<file path="src/hw/rtl/sbd_pkg.sv">
// Shared types and constants for the six-bit character to byte decoder.
// No dependencies; used by every other file of the block.
package sbd_pkg;

	localparam int unsigned CharW   = 8;
	localparam int unsigned ValueW  = 16;
	localparam int unsigned PayW    = 6;
	localparam int unsigned CfgIdxW = 2;

	localparam logic [CharW-1:0] ChCr = 8'h0D;
	localparam logic [CharW-1:0] ChLf = 8'h0A;
	// top two bits of a data character
	localparam logic [1:0] DataTag = 2'b01;

	typedef enum logic [1:0] {
		ST_DATA = 2'd0,
		ST_END  = 2'd1,
		ST_BAD  = 2'd2
	} status_t;

	typedef enum logic [CfgIdxW-1:0] {
		REG_WORD_MODE  = 2'd0,
		REG_SWAP_BYTES = 2'd1,
		REG_END_MARKER = 2'd2
	} cfg_idx_t;

	typedef struct packed {
		logic             word_mode;
		logic             swap_bytes;
		logic [CharW-1:0] end_marker;
	} cfg_t;

	typedef struct packed {
		logic              valid;
		logic [ValueW-1:0] value;
		status_t           status;
	} result_t;

endpackage

</file>
<file path="src/hw/rtl/sbd_if.sv">
// Valid/ready channel interfaces for the decoder: character input and result output.
// Depends on sbd_pkg for field widths.
interface sbd_char_if;
	logic                      valid;
	logic                      ready;
	logic [sbd_pkg::CharW-1:0] char_in;

	modport source (output valid, output char_in, input ready);
	modport sink   (input valid, input char_in, output ready);
endinterface

interface sbd_res_if;
	logic                       valid;
	logic                       ready;
	logic [sbd_pkg::ValueW-1:0] value;
	logic [1:0]                 status;

	modport source (output valid, output value, output status, input ready);
	modport sink   (input valid, input value, input status, output ready);
endinterface

</file>
<file path="src/hw/rtl/sbd_cfg_regs.sv">
// Configuration registers of the decoder, written through a plain write port.
// Depends on sbd_pkg.
module sbd_cfg_regs (
	input  logic                          clk,
	input  logic                          arst_n,
	input  logic                          we,
	input  logic [sbd_pkg::CfgIdxW-1:0]   index,
	input  logic [sbd_pkg::CharW-1:0]     data,
	output sbd_pkg::cfg_t                 cfg
);

	sbd_pkg::cfg_t cfg_q;

	always_ff @(posedge clk or negedge arst_n) begin
		if (!arst_n) begin
			cfg_q <= '0;
		end else if (we) begin
			unique case (index)
				sbd_pkg::REG_WORD_MODE:  cfg_q.word_mode  <= data[0];
				sbd_pkg::REG_SWAP_BYTES: cfg_q.swap_bytes <= data[0];
				sbd_pkg::REG_END_MARKER: cfg_q.end_marker <= data;
				default: ; // unused index, ignored
			endcase
		end
	end

	assign cfg = cfg_q;

endmodule

</file>
<file path="src/hw/rtl/sbd_decode_core.sv">
// Decode state and combinational decode of one character into a result.
// Depends on sbd_pkg.
module sbd_decode_core (
	input  logic                      clk,
	input  logic                      arst_n,
	input  logic                      en,
	input  logic [sbd_pkg::CharW-1:0] char_in,
	input  sbd_pkg::cfg_t             cfg,
	output sbd_pkg::result_t          res
);

	logic [1:0]                 phase_q;
	logic                       byte_held_q;
	logic [sbd_pkg::PayW-1:0]   left_q;
	logic [sbd_pkg::CharW-1:0]  held_q;

	logic                       is_skip;
	logic                       is_data;
	logic [sbd_pkg::PayW-1:0]   pay;
	logic [sbd_pkg::CharW-1:0]  b;
	logic                       have_byte;
	logic [1:0]                 phase_d;
	logic                       byte_held_d;
	logic                       load_held;

	assign is_skip = (char_in == sbd_pkg::ChCr) || (char_in == sbd_pkg::ChLf);
	assign is_data = (char_in[7:6] == sbd_pkg::DataTag);
	assign pay     = char_in[sbd_pkg::PayW-1:0];

	// regroup: MSBs first, carrying leftover bits of the previous char
	always_comb begin
		unique case (phase_q)
			2'd0: b = '0;
			2'd1: b = {left_q, pay[5:4]};
			2'd2: b = {left_q[3:0], pay[5:2]};
			2'd3: b = {left_q[1:0], pay};
		endcase
	end

	assign have_byte = is_data && (phase_q != 2'd0);

	always_comb begin
		res         = '0;
		res.status  = sbd_pkg::ST_DATA;
		phase_d     = phase_q;
		byte_held_d = byte_held_q;
		load_held   = 1'b0;
		priority if (is_skip) begin
			// CR/LF: nothing
		end else if (!is_data) begin
			phase_d     = 2'd0;
			byte_held_d = 1'b0;
			res.valid   = 1'b1;
			res.status  = (char_in == cfg.end_marker) ? sbd_pkg::ST_END : sbd_pkg::ST_BAD;
		end else if (!have_byte) begin
			phase_d = 2'd1;
		end else begin
			phase_d = phase_q + 2'd1;
			if (!cfg.word_mode) begin
				byte_held_d = 1'b0;
				res.valid   = 1'b1;
				res.value   = {8'h00, b};
			end else if (!byte_held_q) begin
				byte_held_d = 1'b1;
				load_held   = 1'b1;
			end else begin
				byte_held_d = 1'b0;
				res.valid   = 1'b1;
				res.value   = cfg.swap_bytes ? {held_q, b} : {b, held_q};
			end
		end
	end

	always_ff @(posedge clk or negedge arst_n) begin
		if (!arst_n) begin
			phase_q     <= '0;
			byte_held_q <= 1'b0;
		end else if (en) begin
			phase_q     <= phase_d;
			byte_held_q <= byte_held_d;
		end
	end

	always_ff @(posedge clk) begin
		if (en && is_data && !is_skip) begin
			left_q <= pay;
		end
		if (en && load_held) begin
			held_q <= b;
		end
	end

endmodule

</file>
<file path="src/hw/rtl/six_bit_char_to_byte_decoder.sv">
// Six-bit printable character to byte decoder, top level.
// An accepted character goes through the input register, then is decoded into
// the result register. Throughput: one character per cycle while the result
// slot is free, that is while the downstream keeps up.
// Reset (arst_n, async, active low) clears both stages, the decode state and
// the config registers (byte mode, no swap, end marker 0x00).
// Depends on sbd_pkg, sbd_if, sbd_cfg_regs, sbd_decode_core.
module six_bit_char_to_byte_decoder (
	input  logic                        clk,
	input  logic                        arst_n,
	sbd_char_if.sink                    char_ch,
	sbd_res_if.source                   res_ch,
	input  logic                        cfg_we,
	input  logic [sbd_pkg::CfgIdxW-1:0] cfg_index,
	input  logic [sbd_pkg::CharW-1:0]   cfg_data
);

	sbd_pkg::cfg_t    cfg;
	sbd_pkg::result_t res;

	// stage 1: registered input character
	logic                      valid_s1;
	logic [sbd_pkg::CharW-1:0] char_s1;

	// result register
	logic                       out_valid_q;
	logic [sbd_pkg::ValueW-1:0] out_value_q;
	sbd_pkg::status_t           out_status_q;

	logic out_free;
	logic adv_s1;

	// The result slot is free when empty or being taken this cycle; stage 1
	// moves on whenever the slot is free, so a full pipe still takes a character
	// per cycle while the downstream keeps up.
	assign out_free = !out_valid_q || res_ch.ready;
	assign adv_s1   = valid_s1 && out_free;
	assign char_ch.ready = !valid_s1 || out_free;

	always_ff @(posedge clk or negedge arst_n) begin
		if (!arst_n) begin
			valid_s1 <= 1'b0;
		end else if (char_ch.ready) begin
			valid_s1 <= char_ch.valid;
		end
	end

	always_ff @(posedge clk) begin
		if (char_ch.ready && char_ch.valid) begin
			char_s1 <= char_ch.char_in;
		end
	end

	sbd_cfg_regs u_cfg (
		.clk    (clk),
		.arst_n (arst_n),
		.we     (cfg_we),
		.index  (cfg_index),
		.data   (cfg_data),
		.cfg    (cfg)
	);

	// decode state only advances when the stage-1 char is consumed
	sbd_decode_core u_core (
		.clk     (clk),
		.arst_n  (arst_n),
		.en      (adv_s1),
		.char_in (char_s1),
		.cfg     (cfg),
		.res     (res)
	);

	always_ff @(posedge clk or negedge arst_n) begin
		if (!arst_n) begin
			out_valid_q <= 1'b0;
		end else if (out_free) begin
			out_valid_q <= adv_s1 && res.valid;
		end
	end

	always_ff @(posedge clk) begin
		if (out_free && adv_s1 && res.valid) begin
			out_value_q  <= res.value;
			out_status_q <= res.status;
		end
	end

	assign res_ch.valid  = out_valid_q;
	assign res_ch.value  = out_value_q;
	assign res_ch.status = out_status_q;

endmodule
</file>
<file path="src/flat_wrapper.sv">
// flat-port wrapper written by rule: the top's interface ports become plain ports
module six_bit_char_to_byte_decoder_flat 
  (clk, arst_n, cfg_we, cfg_index, cfg_data, char_ch_valid, char_ch_char_in, char_ch_ready, res_ch_valid, res_ch_value, res_ch_status, res_ch_ready);
  sbd_char_if char_ch_i ();
  sbd_res_if res_ch_i ();
  input  logic clk;
  input  logic arst_n;
  input  logic cfg_we;
  input  logic [sbd_pkg::CfgIdxW-1:0] cfg_index;
  input  logic [sbd_pkg::CharW-1:0] cfg_data;
  input wire logic [$bits(char_ch_i.valid)-1:0] char_ch_valid;
  input wire logic [$bits(char_ch_i.char_in)-1:0] char_ch_char_in;
  output wire logic [$bits(char_ch_i.ready)-1:0] char_ch_ready;
  output wire logic [$bits(res_ch_i.valid)-1:0] res_ch_valid;
  output wire logic [$bits(res_ch_i.value)-1:0] res_ch_value;
  output wire logic [$bits(res_ch_i.status)-1:0] res_ch_status;
  input wire logic [$bits(res_ch_i.ready)-1:0] res_ch_ready;
  assign char_ch_i.valid = char_ch_valid;
  assign char_ch_i.char_in = char_ch_char_in;
  assign char_ch_ready = char_ch_i.ready;
  assign res_ch_valid = res_ch_i.valid;
  assign res_ch_value = res_ch_i.value;
  assign res_ch_status = res_ch_i.status;
  assign res_ch_i.ready = res_ch_ready;
  six_bit_char_to_byte_decoder u_core (.clk(clk), .arst_n(arst_n), .char_ch(char_ch_i), .res_ch(res_ch_i), .cfg_we(cfg_we), .cfg_index(cfg_index), .cfg_data(cfg_data));
endmodule
</file>
<file path="config.mk">
export PLATFORM = sky130hd
export DESIGN_NAME = six_bit_char_to_byte_decoder_flat
export DESIGN_NICKNAME = d
export VERILOG_FILES = /design/src/hw/rtl/sbd_pkg.sv /design/src/hw/rtl/sbd_if.sv /design/src/hw/rtl/sbd_cfg_regs.sv /design/src/hw/rtl/sbd_decode_core.sv /design/src/hw/rtl/six_bit_char_to_byte_decoder.sv /design/src/flat_wrapper.sv
export SDC_FILE = /design/constraint.sdc
export NUM_CORES = 1
export LEC_CHECK = 0
export ABC_AREA = 1
export BUFFER_PORTS_ARGS = -buffer_cell sky130_fd_sc_hd__buf_4
export CORE_MARGIN = 2
export CORE_UTILIZATION = 60
export CTS_CLUSTER_SIZE = 16
export DETAILED_ROUTE_END_ITERATION = 10
export PLACE_DENSITY = 0.85
export REMOVE_ABC_BUFFERS = 1
export SYNTH_ARGS = -nofsm -noshare
export SYNTH_HDL_FRONTEND = slang
export SYNTH_SLANG_ARGS = --single-unit
</file>
<file path="constraint.sdc">
create_clock -name clk -period 4.5 [get_ports clk]
set_input_delay 0.45 -clock clk [delete_from_list [all_inputs] [get_ports clk]]
set_output_delay 0.45 -clock clk [all_outputs]
set_load 0.02 [all_outputs]
</file>
==> parameters.txt <==
Parameter                              Value

Run status
  Outcome ... finished, final reports clean

Clocking
  Number of buffers inserted for hold repair after clock tree synthesis ... 1
  Depth of the CTS H-tree ... 2
  Total of cells resized after clock tree synthesis ... 0
  Clock edge transition at the registers on the reported setup and hold paths ... 100 ps
  Number of buffers between clock root and the deepest sink ... 2
  Buffer type at the clock tree root ... sky130_fd_sc_hd__clkbuf_8
  Number of sinks handled by clock tree synthesis ... 55
  Clock network latency to the later pin of the worst-skew pair ... 320 ps
  Number of setup buffers added after CTS ... 0
  Clock tree from TritonCTS ... built
  Number of buffers added by the clock tree synthesis step ... 5

STA
  Hold Worst Slack ... 309 ps
  Layout Skew ... 18.5 ps
  Period minus WS final ... 1790 ps
  Final setup vio count ... 0
  Number of hold-slack violations in the final timing report ... 0
  Slew Viols, Final ... 0
  Worst Max-Slew Pin Slew ... 528 ps
  Worst rel slew slack ... 0.647
  Fmax ... 560 MHz
  Share of the clock period used by the worst path after layout ... 0.397
  Setup repair after global routing missed its margin ... no
  Sum Neg Setup Slack ... 0 ps

Place
  RD Place Congestion ... 0.816
  Port Buffer Count ... 42
  HPWL after detailed placement ... 3730 µm
  Standard cell area after detailed placement ... 3000 µm²

Setup path
  CP arrival ... 1780 ps
  Kind of critical path ... flop to flop
  Start of the worst register-to-register path ... u_core.u_core.phase_q[0]$_DFFE_PN0P_
  Sort of element at the end of the critical path ... flop
  Startpoint kind of the worst setup timing path ... flop
  Endpoint of the most critical register-to-register path ... u_core.res_ch.status[1]$_SDFFCE_PP0P_
  Register-to-Register Setup Slack ... 2710 ps
  Req. time, crit path ... 4500 ps
  Number of cells traversed by the worst register-to-register path ... 6
  Maximum fanout along the worst path ... 18

Power
  Highest ir drop seen on vdd ... 204 µV
  Power per Cell Area ... 373 nW/µm²
  Static leakage ... 1.41 nW

Hold path
  Worst min-delay path endpoint ... u_core.char_s1[4]$_DFFE_PP_
  Hold Path Cell Cnt ... 1
  Classification of the worst-slack hold path ... input pin to flop
  Hold Crit Start ... char_ch_char_in[4]

GRT
  Via count of the first global-routing pass ... 1,929
  GRT Overall Usage ... 0.217
  Pin count of the biggest net entering global routing ... 19
  Number of antenna violations at the first check in global routing ... 0
  Wire length of the first global-routing pass ... 8410 µm
  Global route total overflow ... 0

Die
  Die width ... 70.5 µm
  Io pins ... 43
  Placeable core area ... 4290 µm²
  Starting density of the core ... 0.617
  Area of the die ... 4970 µm²
  Die Span Y ... 70.5 µm
  Cell row count ... 24

Synthesis
  Simple-gate portion of the synthesized area ... 0.240
  Number of different library cells in the post-synthesis netlist ... 22
  Synth Warn # ... 0
  Dominant cells by area after synthesis ... sky130_fd_sc_hd__edfxtp_1, sky130_fd_sc_hd__nand2_1, sky130_fd_sc_hd__dfrtp_1, sky130_fd_sc_hd__nand3_1, sky130_fd_sc_hd__inv_1
  Compound-gate portion of the synthesized area ... 0.0661
  Main combinational cell family by area after synthesis ... simple AND/OR/NAND/NOR gates
  Post-Synth XOR/XNOR Area ... 0.00661
  Fraction of synthesized area in multiplexers ... 0.00425
  Number of instances in the synthesized netlist ... 289
  Top cell type's share of synthesized area ... 0.453
  Adder-cell share of the synthesized area ... 0.0189
  #FFs+latches synth ... 55
  Average footprint of a synthesized cell ... 9.17 µm²
  Total standard cell area after synthesis ... 2650 µm²
  Proportion of synthesized chip area in sequential cells ... 0.595
  Area leader, netlist ... sky130_fd_sc_hd__edfxtp_1

Final layout
  Signed area change from the synthesized netlist to the final layout ... 17.2%
  Diode insertion count for antenna repair ... 0
  Ratio of cells with drive above 1 in the final layout ... 0.227
  Finished Core Util ... 0.724
  Finished layout cell area ... 3110 µm²
  Number of nets at the end of the flow ... 361

Drt
  Wire length after detailed routing ... 4960 µm
  Mean routed wirelength per cell ... 12.8 µm
  DR vias/cell ... 5.24
  Residual antenna-violating net count after detailed routing ... 0
  Number of DRC violations after detailed-routing iteration 0 ... 205
  Total via count in the routed design ... 2,026
  Count of TritonRoute iterations in the first routing pass ... 4
  DR DRC count ... 0

Job
  Max-capacitance violation count ... 0
==> state kept, by name, summed over array words and instances, names as in the netlist <==
| signal | flops |
|---|---|
| u_core.res_ch.valid | 1 |
| u_core.char_s1 | 8 |
| u_core.u_core.phase_q | 2 |
| u_core.u_core.byte_held_q | 1 |
| u_core.res_ch.status | 2 |
| u_core.u_cfg.cfg | 10 |
| u_core.valid_s1 | 1 |
| u_core.res_ch.value | 16 |
| u_core.u_core.left_q | 6 |
| u_core.u_core.held_q | 8 |
==> per-layer routing <==
| layer | routed length [µm] | track usage | vias up | part of all wire |
|---|---|---|---|---|
| met2 | 2680 | 0.409 | 68 | 0.54 |
| met3 | 271 | 0.0418 | 9 | 0.055 |
| li1 | - | - | 1013 | - |
| met1 | 1920 | 0.243 | 936 | 0.39 |
| met5 | 0 | 0 | - | 0 |
| met4 | 87 | 0.0705 | 0 | 0.018 |
==> cells in the mapped netlist <==
master,count
sky130_fd_sc_hd__a21oi_1,14
sky130_fd_sc_hd__a21oi_2,8
sky130_fd_sc_hd__buf_2,4
sky130_fd_sc_hd__buf_4,2
sky130_fd_sc_hd__clkinv_1,1
sky130_fd_sc_hd__dfrtp_1,15
sky130_fd_sc_hd__edfxtp_1,40
sky130_fd_sc_hd__ha_1,4
sky130_fd_sc_hd__inv_1,26
sky130_fd_sc_hd__inv_2,13
sky130_fd_sc_hd__mux2_2,1
sky130_fd_sc_hd__nand2_1,104
sky130_fd_sc_hd__nand2_4,1
sky130_fd_sc_hd__nand3_1,25
sky130_fd_sc_hd__nand4_1,1
sky130_fd_sc_hd__nor2_1,19
sky130_fd_sc_hd__nor2_4,1
sky130_fd_sc_hd__nor2_8,1
sky130_fd_sc_hd__o21ai_0,5
sky130_fd_sc_hd__o21ai_1,2
sky130_fd_sc_hd__xnor2_1,1
sky130_fd_sc_hd__xor2_1,1
==> logic make-up (layout without fill, tap and decap cells) <==
group                    Yosys count  after routing
AND/OR/NAND/NOR                  152            152
adder cells (fa/ha/maj)            4              4
multiplexers                       1              1
XOR/XNOR                           2              2
AO/OA/AOI/OAI                     29             29
buffers and inverters             46             92
flip-flops                        55             55
==> critical path, stage by stage (launching register included) <==
cell	delay, ps
sky130_fd_sc_hd__dfrtp_1	410
sky130_fd_sc_hd__inv_1	90
sky130_fd_sc_hd__ha_1	320
sky130_fd_sc_hd__o21ai_0	210
sky130_fd_sc_hd__nand2_1	90
sky130_fd_sc_hd__nor2_1	90
sky130_fd_sc_hd__buf_4	270
==> cells in the final DEF (no fill, tap or decap), types with 4 or more instances in the layout <==
cell / instances
sky130_fd_sc_hd__edfxtp_1: 40
sky130_fd_sc_hd__ha_1: 4
sky130_fd_sc_hd__nor2_1: 19
sky130_fd_sc_hd__nand3_1: 25
sky130_fd_sc_hd__buf_4: 43
sky130_fd_sc_hd__a21oi_2: 8
sky130_fd_sc_hd__dfrtp_1: 15
sky130_fd_sc_hd__nand2_1: 104
sky130_fd_sc_hd__inv_2: 13
sky130_fd_sc_hd__o21ai_0: 5
sky130_fd_sc_hd__clkbuf_8: 5
sky130_fd_sc_hd__a21oi_1: 14
sky130_fd_sc_hd__inv_1: 26
==> layout make-up <==
class	instances	area, µm²
Tap cell	52	65.1
Inverter	40	150
Clock inverter	3	25.0
Clock buffer	5	68.8
Timing Repair Buffer	44	333
Multi-Input combinational cell	188	890
Sequential cell	55	1580
Fill cell	319	1190
==> through the flow <==
stage	std cells	setup WS, ps	total power (W)
after global routing	387	2580	0.00122
after global placement	378	2810	0.000878
after floorplan	283	2330	0.000798
after detailed placement	378	2720	0.000891
final	387	2710	0.00116
after CTS	387	2720	0.00116
==> worst max-delay path by stage <==
stage,startpoint,end,cells past startpoint,slack (ps)
floorplan,u_core.u_core.phase_q[0]$_DFFE_PN0P_,u_core.res_ch.status[0]$_SDFFCE_PP0P_,5,2330
global placement,u_core.u_core.phase_q[0]$_DFFE_PN0P_,u_core.res_ch.value[14]$_SDFFCE_PP0P_,6,2810
detailed placement,u_core.u_core.phase_q[0]$_DFFE_PN0P_,u_core.res_ch.value[15]$_SDFFCE_PP0P_,6,2720
CTS,u_core.u_core.phase_q[0]$_DFFE_PN0P_,u_core.res_ch.status[1]$_SDFFCE_PP0P_,6,2720
global route,u_core.u_core.phase_q[0]$_DFFE_PN0P_,u_core.res_ch.status[1]$_SDFFCE_PP0P_,6,2580
finish,u_core.u_core.phase_q[0]$_DFFE_PN0P_,u_core.res_ch.status[1]$_SDFFCE_PP0P_,6,2710
==> power breakdown <==
group | total [W] | internal [W] | switching, W
sequential | 0.000638 | 0.000603 | 0.0000351
clock | 0.000280 | 0.000112 | 0.000168
combinational | 0.000243 | 0.0000877 | 0.000155
Note: power is estimated with default switching activity, not from simulation.
